`config.mk`:
```
export PLATFORM = sky130hd
export DESIGN_NAME = prtm_ctrl_flat
export DESIGN_NICKNAME = d
export VERILOG_FILES = /design/src/rtl/prtm_pkg.sv /design/src/rtl/prtm_req_if.sv /design/src/rtl/prtm_rsp_if.sv /design/src/rtl/prtm_ctrl.sv /design/src/flat_wrapper.sv
export SDC_FILE = /design/constraint.sdc
export NUM_CORES = 1
export LEC_CHECK = 0
export BUFFER_PORTS_ARGS = -buffer_cell sky130_fd_sc_hd__buf_2
export CAP_MARGIN = 10
export CORE_ASPECT_RATIO = 1.5
export CORE_UTILIZATION = 30
export CTS_CLUSTER_DIAMETER = 50
export CTS_CLUSTER_SIZE = 12
export DETAILED_ROUTE_END_ITERATION = 12
export GPL_ROUTABILITY_DRIVEN = 0
export MAX_ROUTING_LAYER = met4
export PLACE_DENSITY = 0.5
export SYNTH_ARGS = -nofsm -noshare
export SYNTH_HDL_FRONTEND = slang
export SYNTH_SLANG_ARGS = --single-unit
```
`constraint.sdc`:
```
create_clock -name clk -period 12.25 [get_ports clk]
set_clock_uncertainty 0.05 [all_clocks]
set_input_delay 1.225 -clock clk [delete_from_list [all_inputs] [get_ports clk]]
set_output_delay 1.225 -clock clk [all_outputs]
set_load 0.01 [all_outputs]
```
`src/rtl/prtm_pkg.sv`:
```
// Shared types, codes and helpers for the prefix route table.
// Depends on nothing; every other file of the block imports it.
package prtm_pkg;

	localparam int ENTRIES_DEFAULT = 64;
	localparam int ADDR_W = 32;
	localparam int PLEN_W = 6;

	typedef enum logic [1:0] {
		ACT_SET        = 2'd0,
		ACT_DELETE     = 2'd1,
		ACT_LOOKUP_DST = 2'd2,
		ACT_LOOKUP_HOP = 2'd3
	} action_t;

	typedef enum logic [1:0] {
		STATUS_OK        = 2'd0,
		STATUS_NOT_FOUND = 2'd1,
		STATUS_FULL      = 2'd2
	} status_t;

	typedef struct packed {
		logic [ADDR_W-1:0] network;
		logic [ADDR_W-1:0] mask;
		logic [ADDR_W-1:0] hop;
	} entry_t;

	function automatic logic [ADDR_W-1:0] make_mask(input logic [PLEN_W-1:0] plen);
		logic [ADDR_W-1:0] m;
		if (plen == '0) begin
			m = '0;
		end else if (plen >= PLEN_W'(ADDR_W)) begin
			m = '1;
		end else begin
			m = {ADDR_W{1'b1}} << (PLEN_W'(ADDR_W) - plen);
		end
		return m;
	endfunction

endpackage

```
`src/rtl/prtm_req_if.sv`:
```
// Request channel of the route table: valid/ready with one operation per beat.
// Depends on prtm_pkg for the action code type.
interface prtm_req_if;
	import prtm_pkg::*;

	logic                valid;
	logic                ready;
	action_t             action;
	logic [ADDR_W-1:0]   net_addr;
	logic [PLEN_W-1:0]   pfx_len;
	logic [ADDR_W-1:0]   hop_addr;

	modport source (output valid, action, net_addr, pfx_len, hop_addr, input ready);
	modport sink (input valid, action, net_addr, pfx_len, hop_addr, output ready);
endinterface

```
`src/rtl/prtm_rsp_if.sv`:
```
// Response channel of the route table: valid/ready with one result per beat.
// Depends on prtm_pkg for the status code type.
interface prtm_rsp_if;
	import prtm_pkg::*;

	logic              valid;
	logic              ready;
	status_t           status;
	logic [ADDR_W-1:0] found_addr;

	modport source (output valid, status, found_addr, input ready);
	modport sink (input valid, status, found_addr, output ready);
endinterface

```
`src/rtl/prtm_ctrl.sv`:
```
// Sequencer of the route table: scans the entry memory, then updates or swaps entries.
// Depends on prtm_pkg and on the request and response interfaces.
module prtm_ctrl #(
	parameter int ENTRIES = prtm_pkg::ENTRIES_DEFAULT,
	localparam int IDX_W = (ENTRIES > 1) ? $clog2(ENTRIES) : 1
) (
	input  logic                 clk,
	input  logic                 arst_n,
	prtm_req_if.sink             req,
	prtm_rsp_if.source           rsp,
	output logic                 rd_en,
	output logic [IDX_W-1:0]     rd_addr,
	input  prtm_pkg::entry_t     rd_data,
	output logic                 wr_en,
	output logic [IDX_W-1:0]     wr_addr,
	output prtm_pkg::entry_t     wr_data
);
	import prtm_pkg::*;

	localparam int CNT_W = $clog2(ENTRIES + 1);

	typedef enum logic [3:0] {
		ST_IDLE,
		ST_SCAN,
		ST_DEL_WR,
		ST_SWAP_FRONT,
		ST_SWAP_HIT,
		ST_MISS,
		ST_DONE
	} state_t;

	state_t            state_q;
	logic [CNT_W-1:0]  count_q;
	logic [IDX_W-1:0]  rd_idx_q;
	logic [IDX_W-1:0]  hit_idx_q;
	entry_t            hit_q;
	action_t           act_q;
	logic [ADDR_W-1:0] addr_q;
	logic [ADDR_W-1:0] mask_q;
	logic [ADDR_W-1:0] hop_q;
	status_t           res_status_q;
	logic [ADDR_W-1:0] res_found_q;
	logic              rsp_valid_q;
	status_t           rsp_status_q;
	logic [ADDR_W-1:0] rsp_found_q;

	logic              match;
	logic              last;
	logic              full;
	logic [IDX_W-1:0]  last_idx;
	entry_t            new_entry;

	assign last      = (CNT_W'(rd_idx_q) + CNT_W'(1)) == count_q;
	assign full      = count_q == CNT_W'(ENTRIES);
	assign last_idx  = IDX_W'(count_q - CNT_W'(1));
	assign new_entry = '{network: addr_q & mask_q, mask: mask_q, hop: hop_q};

	always_comb begin
		unique case (act_q)
			ACT_SET, ACT_DELETE: match = (rd_data.network == (addr_q & mask_q)) &&
				(rd_data.mask == mask_q);
			ACT_LOOKUP_DST: match = (addr_q & rd_data.mask) == rd_data.network;
			ACT_LOOKUP_HOP: match = rd_data.hop == hop_q;
		endcase
	end

	always_comb begin
		rd_en   = 1'b0;
		rd_addr = '0;
		wr_en   = 1'b0;
		wr_addr = '0;
		wr_data = new_entry;
		unique case (state_q)
			ST_IDLE: begin
				rd_en = req.valid;
			end
			ST_SCAN: begin
				if (match) begin
					unique case (act_q)
						ACT_SET: begin
							wr_en   = 1'b1;
							wr_addr = rd_idx_q;
						end
						ACT_DELETE: begin
							rd_en   = 1'b1;
							rd_addr = last_idx;
						end
						ACT_LOOKUP_DST, ACT_LOOKUP_HOP: begin
							rd_en = 1'b1;
						end
					endcase
				end else if (!last) begin
					rd_en   = 1'b1;
					rd_addr = rd_idx_q + IDX_W'(1);
				end
			end
			ST_DEL_WR, ST_SWAP_FRONT: begin
				wr_en   = 1'b1;
				wr_addr = hit_idx_q;
				wr_data = rd_data;
			end
			ST_SWAP_HIT: begin
				wr_en   = 1'b1;
				wr_data = hit_q;
			end
			ST_MISS: begin
				if (act_q == ACT_SET && !full) begin
					wr_en   = 1'b1;
					wr_addr = IDX_W'(count_q);
				end
			end
			ST_DONE: begin
			end
			default: begin
			end
		endcase
	end

	assign req.ready      = state_q == ST_IDLE;
	assign rsp.valid      = rsp_valid_q;
	assign rsp.status     = rsp_status_q;
	assign rsp.found_addr = rsp_found_q;

	always_ff @(posedge clk or negedge arst_n) begin
		if (!arst_n) begin
			state_q     <= ST_IDLE;
			count_q     <= '0;
			act_q       <= ACT_SET;
			rsp_valid_q <= 1'b0;
		end else begin
			if (rsp_valid_q && rsp.ready && state_q != ST_DONE) begin
				rsp_valid_q <= 1'b0;
			end
			if (rd_en) begin
				rd_idx_q <= rd_addr;
			end
			unique case (state_q)
				ST_IDLE: begin
					if (req.valid) begin
						act_q   <= req.action;
						addr_q  <= req.net_addr;
						mask_q  <= make_mask(req.pfx_len);
						hop_q   <= req.hop_addr;
						state_q <= (count_q == '0) ? ST_MISS : ST_SCAN;
					end
				end
				ST_SCAN: begin
					if (match) begin
						res_status_q <= STATUS_OK;
						hit_idx_q    <= rd_idx_q;
						hit_q        <= rd_data;
						unique case (act_q)
							ACT_SET: begin
								res_found_q <= '0;
								state_q     <= ST_DONE;
							end
							ACT_DELETE: begin
								res_found_q <= '0;
								state_q     <= ST_DEL_WR;
							end
							ACT_LOOKUP_DST: begin
								res_found_q <= rd_data.hop;
								state_q     <= (rd_idx_q == '0) ? ST_DONE : ST_SWAP_FRONT;
							end
							ACT_LOOKUP_HOP: begin
								res_found_q <= rd_data.network;
								state_q     <= (rd_idx_q == '0) ? ST_DONE : ST_SWAP_FRONT;
							end
						endcase
					end else if (last) begin
						state_q <= ST_MISS;
					end
				end
				ST_DEL_WR: begin
					count_q <= count_q - CNT_W'(1);
					state_q <= ST_DONE;
				end
				ST_SWAP_FRONT: begin
					state_q <= ST_SWAP_HIT;
				end
				ST_SWAP_HIT: begin
					state_q <= ST_DONE;
				end
				ST_MISS: begin
					res_found_q <= '0;
					if (act_q == ACT_SET) begin
						if (full) begin
							res_status_q <= STATUS_FULL;
						end else begin
							res_status_q <= STATUS_OK;
							count_q      <= count_q + CNT_W'(1);
						end
					end else begin
						res_status_q <= STATUS_NOT_FOUND;
					end
					state_q <= ST_DONE;
				end
				ST_DONE: begin
					if (!rsp_valid_q || rsp.ready) begin
						rsp_valid_q  <= 1'b1;
						rsp_status_q <= res_status_q;
						rsp_found_q  <= res_found_q;
						state_q      <= ST_IDLE;
					end
				end
				default: begin
					state_q <= ST_IDLE;
				end
			endcase
		end
	end

	a_count_bound: assert property (@(posedge clk) disable iff (!arst_n)
		count_q <= CNT_W'(ENTRIES))
		else $error("entry count exceeds table depth");

	a_scan_no_write: assert property (@(posedge clk) disable iff (!arst_n)
		(state_q == ST_SCAN && !match) |-> !wr_en)
		else $error("memory written while scanning");

	a_scan_in_range: assert property (@(posedge clk) disable iff (!arst_n)
		state_q == ST_SCAN |-> CNT_W'(rd_idx_q) < count_q)
		else $error("scan read beyond valid entries");

	a_accept_leaves_idle: assert property (@(posedge clk) disable iff (!arst_n)
		(req.valid && req.ready) |=> state_q != ST_IDLE)
		else $error("accepted beat did not start an operation");

	a_count_change: assert property (@(posedge clk) disable iff (!arst_n)
		(count_q != $past(count_q)) |->
			($past(state_q) == ST_MISS || $past(state_q) == ST_DEL_WR))
		else $error("entry count changed outside append or delete");
endmodule

```
`src/flat_wrapper.sv`:
```
// flat-port wrapper written by rule: the top's interface ports become plain ports
module prtm_ctrl_flat import prtm_pkg::*;
#(
	parameter int ENTRIES = prtm_pkg::ENTRIES_DEFAULT,
	localparam int IDX_W = (ENTRIES > 1) ? $clog2(ENTRIES) : 1
)
  (clk, arst_n, rd_en, rd_addr, rd_data, wr_en, wr_addr, wr_data, req_valid, req_action, req_net_addr, req_pfx_len, req_hop_addr, req_ready, rsp_valid, rsp_status, rsp_found_addr, rsp_ready);
  prtm_req_if req_i ();
  prtm_rsp_if rsp_i ();
  input  logic clk;
  input  logic arst_n;
  output logic rd_en;
  output logic [IDX_W-1:0] rd_addr;
  input  prtm_pkg::entry_t rd_data;
  output logic wr_en;
  output logic [IDX_W-1:0] wr_addr;
  output prtm_pkg::entry_t wr_data;
  input wire logic [$bits(req_i.valid)-1:0] req_valid;
  input wire logic [$bits(req_i.action)-1:0] req_action;
  input wire logic [$bits(req_i.net_addr)-1:0] req_net_addr;
  input wire logic [$bits(req_i.pfx_len)-1:0] req_pfx_len;
  input wire logic [$bits(req_i.hop_addr)-1:0] req_hop_addr;
  output wire logic [$bits(req_i.ready)-1:0] req_ready;
  output wire logic [$bits(rsp_i.valid)-1:0] rsp_valid;
  output wire logic [$bits(rsp_i.status)-1:0] rsp_status;
  output wire logic [$bits(rsp_i.found_addr)-1:0] rsp_found_addr;
  input wire logic [$bits(rsp_i.ready)-1:0] rsp_ready;
  assign req_i.valid = req_valid;
  assign req_i.action = req_action;
  assign req_i.net_addr = req_net_addr;
  assign req_i.pfx_len = req_pfx_len;
  assign req_i.hop_addr = req_hop_addr;
  assign req_ready = req_i.ready;
  assign rsp_valid = rsp_i.valid;
  assign rsp_status = rsp_i.status;
  assign rsp_found_addr = rsp_i.found_addr;
  assign rsp_i.ready = rsp_ready;
  prtm_ctrl #(.ENTRIES(ENTRIES)) u_core (.clk(clk), .arst_n(arst_n), .req(req_i), .rsp(rsp_i), .rd_en(rd_en), .rd_addr(rd_addr), .rd_data(rd_data), .wr_en(wr_en), .wr_addr(wr_addr), .wr_data(wr_data));
endmodule
```
Word level (Yosys, flattened, before mapping)
Index checks and enable logic that the tools add are counted.
- bits in registers: 286
- input port bits: 172
- output and inout port bits: 146
- word-level logic and storage cells: 115
- add/subtract/negate cells: 5
- magnitude comparators: 1
- equality and inequality tests: 22
- shifts and indexed selects: 1
- muxes and demuxes: 40
- bitwise gates (word level): 2
- reduce and logical (&&, ||, !) cells: 28
- operator list (operator ; number):
    case mux 96 bit (2 select lines) ; 1
    equality test 32 bit ; 4
    case mux 32 bit (3 select lines) ; 1
    AND 32 bit ; 2
    two-way mux 32 bit ; 2
    case mux 32 bit (2 select lines) ; 1
    two-way mux 6 bit ; 7
    left shift 32 x 6 -> 32 bit (first input constant) ; 1
    case mux 4 bit (5 select lines) ; 1
    case mux 6 bit (3 select lines) ; 1
    AND reduction 3 bit ; 6
    two-way mux 4 bit ; 4
    two-way mux 7 bit ; 2
    case mux 7 bit (2 select lines) ; 1
    equality test 4 x 3 -> 1 bit (second input constant) ; 3
    zero test 6 bit ; 2
    case mux 4 bit (3 select lines) ; 1
    two-way mux 1 bit ; 9
    OR reduction 3 bit ; 3
    equality test 4 x 2 -> 1 bit (second input constant) ; 2
    adder 6 x 1 -> 7 bit (second input constant) ; 1
    adder 7 x 1 -> 7 bit (second input constant) ; 1
    equality test 7 bit ; 1
    equality test 7 bit (second input constant) ; 1
    other kinds (25) ; 41

Longest topological paths before layout
Gate-level depths: netlist (run 1).
- depth in word-level cells: 7
- mapped depth: 10
- depth with buffers taken out: 9

Least setup slack after synthesis (run 1)
OpenSTA, ideal clock, no wires.
- path kind: input-to-reg
- start point: input port req_valid
- end point: register u_core.addr_q[0] (enable)
- library setup time: 0.552 ns
- arrival time: 5.370 ns
- data required time: 11.648 ns
- slack: 6.278 ns
- stages on the path: 2
- path buffers: 0
- cell sequence: nand2_1 nor2_1
- word-level cells in the longest chain between the ends: 1
- RTL lines (element ; RTL line ; RTL):
    start, declared ; flat_wrapper.sv:18 ; input wire logic [$bits(req_i.valid)-1:0] req_valid;
    AND reduction 3 bit (no source line) ; -- ;
    end signal, assigned ; prtm_ctrl.sv:141 ; addr_q <= req.net_addr;
    end, declared ; prtm_ctrl.sv:38 ; logic [ADDR_W-1:0] addr_q;
Every way passes these cells.
A chain may end at the register's enable or synchronous reset.

Worst setup path after layout (run 1)
- start point: input port rd_data[11] (netlist bit)
- end point: output port rd_addr[1]
- word-level cells in the longest chain between the ends: 4
- RTL lines (element ; RTL line ; RTL):
    start, declared ; flat_wrapper.sv:14 ; input prtm_pkg::entry_t rd_data;
    equality test 32 bit ; prtm_ctrl.sv:63 ; ACT_LOOKUP_HOP: match = rd_data.hop == hop_q;
    case mux 1 bit (3 select lines) ; prtm_ctrl.sv:59 ; unique case (act_q)
    two-way mux 6 bit ; prtm_ctrl.sv:78 ; if (match) begin
    two-way mux 6 bit ; prtm_ctrl.sv:73 ; unique case (state_q)
    end, declared ; flat_wrapper.sv:13 ; output logic [IDX_W-1:0] rd_addr;
Every way passes these cells.

==> qor.txt, run 1 <==
Status -> complete, no violations
Reg2reg path depth -> 7
RR Startpoint -> u_core.act_q[0]
Flop-to-flop setup slack -> 7.90 ns
Fin. max-slew vios -> 0
Clock insertion delay at the later pin of the skew report -> 0.54 ns
CTS Hold Buffers Added -> 0
Net count, final -> 1654
Core Region -> 0.0448 mm²
Post-synthesis adder-cell area fraction -> 0.00734
Die H -> 263 µm
CTS root buf -> clkbuf_16
Clock-pin slew on the worst setup and hold paths -> 0.06 ns
Post-CTS Setup Inserts -> 0
Leakage -> 6.72 nW
Hpwl dp -> 36400 µm
Fillcell total -> 4417
Commonest non-fill, non-tap cell in the layout -> buf_2
Worst path max stage delay -> 0.48 ns
1st-iter DRT viols -> 755
Critical Path Start -> rd_data[11]
Tightest Pin Transition -> 1.04 ns
Setup Crit Path Kind -> in -> out
RSZ-0062 raised after global routing -> no
Post-Synthesis Cells -> 1165
VDD IR max -> 0.120 mV
YS warnings -> 0
Setup Viol. Count Final -> 0
Startpoint Class -> input pin
Register area -> 0.00849 mm²
Slowest CP cell -> nand3_2
Vias in the first global route -> 10400
Post-DR vias/cell -> 5.06
Async S/R FF share, synth -> 0.0456
Synth Cell Area -> 0.0136 mm²
Share of post-route cells with drive strength above 1 -> 0.262
H-tree levels -> 2
Main synth FF type -> edfxtp_1
Relative slew slack -> 0.304
First-pass GRT wire length -> 70400 µm
Total GRT Usage -> 0.215
1st-pass router iterations -> 5
Synth unique cells -> 41
Min Hold Slack -> 0.364 ns
Fmax -> 193 MHz
Flops & latches, synth -> 285
Initial antenna violation count -> 4
Worst-path fanout max -> 27
Num CTS Buffers -> 34
Post-cts repair resize count -> 0
Grt total ovfl -> 0
PD cells -> 215 mW/mm²
CTS Buffer Depth -> 3
Vias -> 10500
Detailed Route WL -> 49100 µm
Antenna viol nets, final -> 0
Wire length per cell -> 23.6 µm
Max Cap Viol -> 0
Placement Rows -> 95
Initial Utilization -> 0.304
PortBufs -> 317
Post-synth EDFFs -> 272
Pre-CTS setup slack -> 7.01 ns
Simple-Gate Fraction of Synth Area -> 0.144
Commonest non-fill, non-tap cells in the layout -> buf_2, edfxtp_1, nand2_1
CTS tree -> yes
Die width -> 176 µm
CP Cell Sequence -> buf_2 > xor2_1 > nor4_1 > nand4_1 > nor4_1 > nand4_1 > nand3_2 > nand2_1 > a21oi_1 > buf_2
Post-Layout Cell Count -> 2081
Fin Setup TNS -> 0 ns
CP arrival -> 3.92 ns
Post-layout util -> 0.378
Ports -> 318
Final hold vios -> 0
Syn Nets -> 1345
Main combinational cell family by area after synthesis -> simple AND/OR/NAND/NOR gates
Setup crit end -> rd_addr[1]
Drt drc -> 0
Post-synthesis mux area share -> 0.0259
Die area -> 0.0463 mm²
Syn_area_per_cell -> 11.7 µm²
Seq/Total Area, Yosys -> 0.623
Inst Count DP -> 2020
Worst hold path class -> reg -> reg
Post-Synth XOR/XNOR Area -> 0.0963
CTS Sinks -> 285
Worst EP required -> 10.97 ns
Crit path time final -> 5.19 ns
Setup crit end kind -> primary output
Post-synthesis compound-gate area fraction -> 0.0824
Final WS setup -> 7.06 ns
Synthesis-to-finish area growth -> 24.3%
R2R Path End -> u_core.hit_q[47]
Pin count of the biggest net entering global routing -> 78
Tcrit/Tclk final -> 0.424
Multi-input gate area -> 0.00489 mm²
==> area by class of cell <==
cell class | instances | share of cell area
multi-input combinational | 806 | 0.288
antenna | 4 | 0.000590
tap | 582 | 0.0429
inverter | 17 | 0.00376
sequential | 285 | 0.501
clock buffer | 43 | 0.0534
clock inverter | 14 | 0.0106
timing repair buffer | 330 | 0.0993
==> through the flow <==
step           power [W]  area (µm²)
4_1_cts          0.00368       16900
5_1_grt          0.00381       17000
3_5_place_dp     0.00266       15900
3_3_place_gp     0.00266       15900
6_report         0.00364       17000
2_1_floorplan    0.00205       13600
==> state kept, by name, summed over array words and instances, names as in the netlist <==
register               flops
u_core.mask_q             32
u_core.rsp.valid           1
u_core.state_q             3
u_core.count_q             7
u_core.res_status_q        2
u_core.rsp.found_addr     32
u_core.hit_idx_q           6
u_core.hit_q              96
u_core.act_q               2
u_core.rsp.status          2
u_core.addr_q             32
u_core.hop_q              32
u_core.res_found_q        32
u_core.rd_idx_q            6
==> Yosys cell counts (3+ instances only) <==
cell type  number  area [µm²]
nor2_1         62         233
nand2_1       263         987
dfrtp_1        13         325
nand3_1        39         195
a21oi_1        25         125
buf_2           3        15.0
ha_1            8         100
xnor2_1        47         412
inv_1          17        63.8
mux2i_1        33         330
a21o_1          9        67.6
o21ai_0        15        75.1
nor3_1         11        55.1
nand2b_1        4        25.0
and2_1          3        18.8
xor2_1        103         902
edfxtp_1      272        8170
a22oi_1       102         766
a31oi_1         3        18.8
buf_1          10        37.5
clkbuf_1       42         158
nor4_1         13        81.3
nand4_1        35         219
nor2b_1         4        25.0
and3_1          4        25.0
or3_1           6        37.5
==> cells by family after synthesis <==
logic type	count (synthesis)
compound gates	162
xor+xnor	150
buf+inv	74
mux	35
simple gates	451
flops	285
fa+ha+maj	8
==> worst min-delay path by stage <==
stage                                start                        end  slack (ns)  depth (start not counted)
floorplan            u_core.res_found_q[0]   u_core.rsp.found_addr[0]        0.35                          0
global placement    u_core.res_found_q[22]  u_core.rsp.found_addr[22]        0.35                          0
detailed placement  u_core.res_found_q[14]  u_core.rsp.found_addr[14]        0.35                          0
CTS                 u_core.res_found_q[25]  u_core.rsp.found_addr[25]        0.37                          0
global route        u_core.res_found_q[25]  u_core.rsp.found_addr[25]        0.37                          0
finish              u_core.res_found_q[25]  u_core.rsp.found_addr[25]        0.36                          0
==> report_power, final <==
| group | switching, W | internal, W |
|---|---|---|
| Sequential | 0.0000769 | 0.00117 |
| Clock | 0.000421 | 0.000593 |
| Combinational | 0.000908 | 0.000469 |
==> layer usage <==
layer / wire, µm / global-route usage / vias up
met2: 25300 / 0.367 / 394
met3: 2710 / 0.0272 / 64
met5: 0 / - / -
li1: - / - / 4841
met4: 1630 / 0.0872 / 0
met1: 19400 / 0.253 / 5228
==> worst max-delay path: cells and delay by family <==
family / cells / cell delay [ns]
simple gates: 6 / 1.87
buf+inv: 2 / 0.32
compound gates: 1 / 0.30
xor+xnor: 1 / 0.20
Power figures use the tool's default switching activity.
==> run 2: changes to the inputs <==
ABC_AREA = 1   (was default)
PLACE_DENSITY = 0.49   (was 0.5)
clock period = 5 ns   (was 12.25 ns; I/O delays follow)
==> qor.txt, run 2 <==
CP arrival -> 3.35 ns (-0.57 ns)
Post-Layout Cell Count -> 2418 (+16%)
CTS tree -> yes
CP Cell Sequence -> nand2_2 > nor2_1 > nand2_1 > nor2_1 > nand2_1 > nor2_1 > nand3_1 > nand3_2 > nand2_4 > nor2_4 > nand2_2 > o21ai_1 > buf_2
Startpoint Class -> flop
Synth Cell Area -> 0.0143 mm² (+5.1%)
CTS Sinks -> 285 (unchanged)
Total GRT Usage -> 0.210 (-0.00435)
Post-DR vias/cell -> 4.97 (-1.8%)
Fin Setup TNS -> 0 ns (unchanged)
Synthesis-to-finish area growth -> 24.5%
Drt drc -> 0 (unchanged)
Synth unique cells -> 39 (-4.9%)
VDD IR max -> 0.294 mV (+150%)
Multi-input gate area -> 0.00504 mm² (+3.0%)
Worst path max stage delay -> 0.50 ns (+0.02 ns)
Share of post-route cells with drive strength above 1 -> 0.225 (-0.0372)
Reg2reg path depth -> 13 (+6)
PortBufs -> 317 (unchanged)
Die H -> 270 µm (+2.5%)
Final Cell Area -> 0.0178 mm² (+5.3%)
Top cell type's share of synthesized area -> 0.570 (-0.0293)
Flops & latches, synth -> 285 (unchanged)
Fmax -> 256 MHz
Slowest CP cell -> nand2_2
Commonest non-fill, non-tap cell in the layout -> nand2_1
Vias in the first global route -> 12100 (+15%)
Setup Crit Path Kind -> reg -> out
Antenna viol nets, final -> 0 (unchanged)
Post-layout util -> 0.380 (+0.00167)
RSZ-0062 raised after global routing -> no
Syn_area_per_cell -> 9.71 µm² (-17%)
Final hold vios -> 0 (unchanged)
Die width -> 181 µm (+2.5%)
Inst Count DP -> 2345 (+16%)
First-pass GRT wire length -> 74300 µm (+5.7%)
Hold Path Cell Cnt -> 1 (+1)
Worst EP required -> 4.45 ns (-6.52 ns)
Worst-path fanout max -> 33 (+22%)
Worst hold path class -> in -> reg
Setup crit end kind -> primary output
Placement Rows -> 97 (+2.1%)
Detailed Route WL -> 50200 µm (+2.2%)
Fillcell total -> 4760 (+7.8%)
Relative slew slack -> 0.298 (-0.00583)
Flop-to-flop setup slack -> 1.43 ns (-6.47 ns)
Final WS setup -> 1.10 ns (-5.96 ns)
Clock-pin slew on the worst setup and hold paths -> 0.06 ns (about the same)
Status -> complete, no violations
Register area -> 0.00850 mm² (about the same)
Initial antenna violation count -> 11 (+7)
Pre-CTS setup slack -> 1.40 ns (-5.61 ns)
Max FFs per register -> 96 (unchanged)
Count leader, synth -> nand2_1
Max Cap Viol -> 0 (unchanged)
Crit path time final -> 3.90 ns
Post-CTS Setup Inserts -> 0 (unchanged)
R2R Path End -> u_core.hit_q[12]
Wire length per cell -> 20.8 µm (-12%)
Synth area leaders -> edfxtp_1, nand2_1, nand3_1
Tcrit/Tclk final -> 0.780
Pin count of the biggest net entering global routing -> 88 (+13%)
1st-iter DRT viols -> 881 (+17%)
Ports -> 318 (unchanged)
Net count, final -> 1970 (+19%)
Hpwl dp -> 36900 µm (+1.5%)
Grt total ovfl -> 0 (unchanged)
Num CTS Buffers -> 36 (+5.9%)
Post-synth top area cell -> edfxtp_1
Async S/R FF share, synth -> 0.0456 (unchanged)
Main synth FF type -> edfxtp_1
Worst hold endpoint -> u_core.hop_q[10]
RR Startpoint -> u_core.act_q[1]
Vias -> 12000 (+14%)
YS warnings -> 0 (unchanged)
Fin. max-slew vios -> 0 (unchanged)
Synth cell count leaders -> nand2_1, edfxtp_1, nand3_1, inv_1, nor2_1
Syn Nets -> 1657 (+23%)
1st-pass router iterations -> 5 (unchanged)
Initial Utilization -> 0.305 (+0.000938)
PD cells -> 534 mW/mm² (+150%)
Leakage -> 7.53 nW (+12%)
Setup Viol. Count Final -> 0 (unchanged)
Biggest register -> u_core.hit_q
Post-synth EDFFs -> 272 (unchanged)
Placed Area -> 0.0166 mm² (+4.7%)
Core Region -> 0.0470 mm² (+4.8%)
Tightest Pin Transition -> 1.05 ns (+0.00304 ns)
Post-Synthesis Cells -> 1477 (+27%)
Hold_sp -> req_hop_addr[10]
Commonest non-fill, non-tap cells in the layout -> nand2_1, buf_2, edfxtp_1
Clock insertion delay at the later pin of the skew report -> 0.54 ns (about the same)
Seq/Total Area, Yosys -> 0.592 (-0.0304)
CTS root buf -> clkbuf_16
CTS Buffer Depth -> 3 (unchanged)
Die area -> 0.0487 mm² (+5.1%)
H-tree levels -> 2 (unchanged)
Cell with the most instances on the worst path -> nor2_1
## run 2: cell types whose count changed after synthesis, sizes merged, moves of 27 or more
cell	before	now
nand2	263	387
nor2	62	97
xor2	103	59
nand3	40	187
o21ai	16	43
o221ai	0	39
o211ai	0	33
a22oi	102	3
inv	17	168
mux2i	33	0
o22ai	0	33
## run 2: power breakdown
group | leakage (nW) | internal, W | switching (W) | total (W)
Sequential | 2.62 | 0.00302 | 0.000278 | 0.00330
Combinational | 4.33 | 0.00108 | 0.00244 | 0.00353
Clock | 0.587 | 0.00166 | 0.00104 | 0.00271
Total | 7.53 | 0.00577 | 0.00376 | 0.00954
## run 2: cell type report
cell class                      count  area share
Sequential cell                   285       0.476
Clock buffer                       41      0.0527
Timing Repair Buffer              331      0.0956
Tap cell                          594      0.0416
Clock inverter                     20      0.0150
Multi-Input combinational cell    968       0.282
Inverter                          168      0.0353
Antenna cell                       11     0.00154
## run 2: cells by family (layout without fill, tap and decap cells)
kind of cell | after synthesis | in the layout | synth area share
AND/OR/NAND/NOR | 705 | 705 | 0.210
flip-flops | 285 | 285 | 0.592
buffers and inverters | 224 | 560 | 0.0592
AO/OA/AOI/OAI | 172 | 172 | 0.0811
XOR/XNOR | 83 | 83 | 0.0507
adder cells (fa/ha/maj) | 8 | 8 | 0.00698
other | 0 | 11 | 0
## run 2: metal layers
metal	vias up	part of all wire	GRT usage
li1	5737	-	-
met1	5729	0.40	0.243
met2	467	0.51	0.361
met3	82	0.053	0.0317
met4	0	0.034	0.0902
met5	-	0	-
## run 2: critical path: cells and delay by family (launching register included)
family	cells	cell delay [ns]
compound gates	1	0.25
buf+inv	1	0.19
flops	1	0.49
simple gates	11	1.87
## run 2: through the flow
stage	total power (W)	hold slack, ns
final	0.00954	0.0807
after global routing	0.0100	0.0589
after CTS	0.00964	0.0495
after detailed placement	0.00690	0.355
after global placement	0.00688	0.353
after floorplan	0.00534	0.154
## run 2: what timing repair did
item                       in CTS  in global routing
setup endpoints to repair       0                  0
hold buffers                    1                  0
gates resized for setup         0                  0
hold endpoints to repair       13                  0
## run 2: worst max path at each step
stage | start | to | depth (start not counted)
floorplan | rd_data[87] | u_core.hit_idx_q[0] | 14
global placement | u_core.act_q[1] | u_core.res_found_q[6] | 12
detailed placement | u_core.act_q[1] | u_core.hit_q[83] | 13
CTS | u_core.act_q[1] | rd_addr[5] | 13
global route | u_core.act_q[1] | rd_addr[5] | 13
finish | u_core.act_q[1] | rd_addr[5] | 13
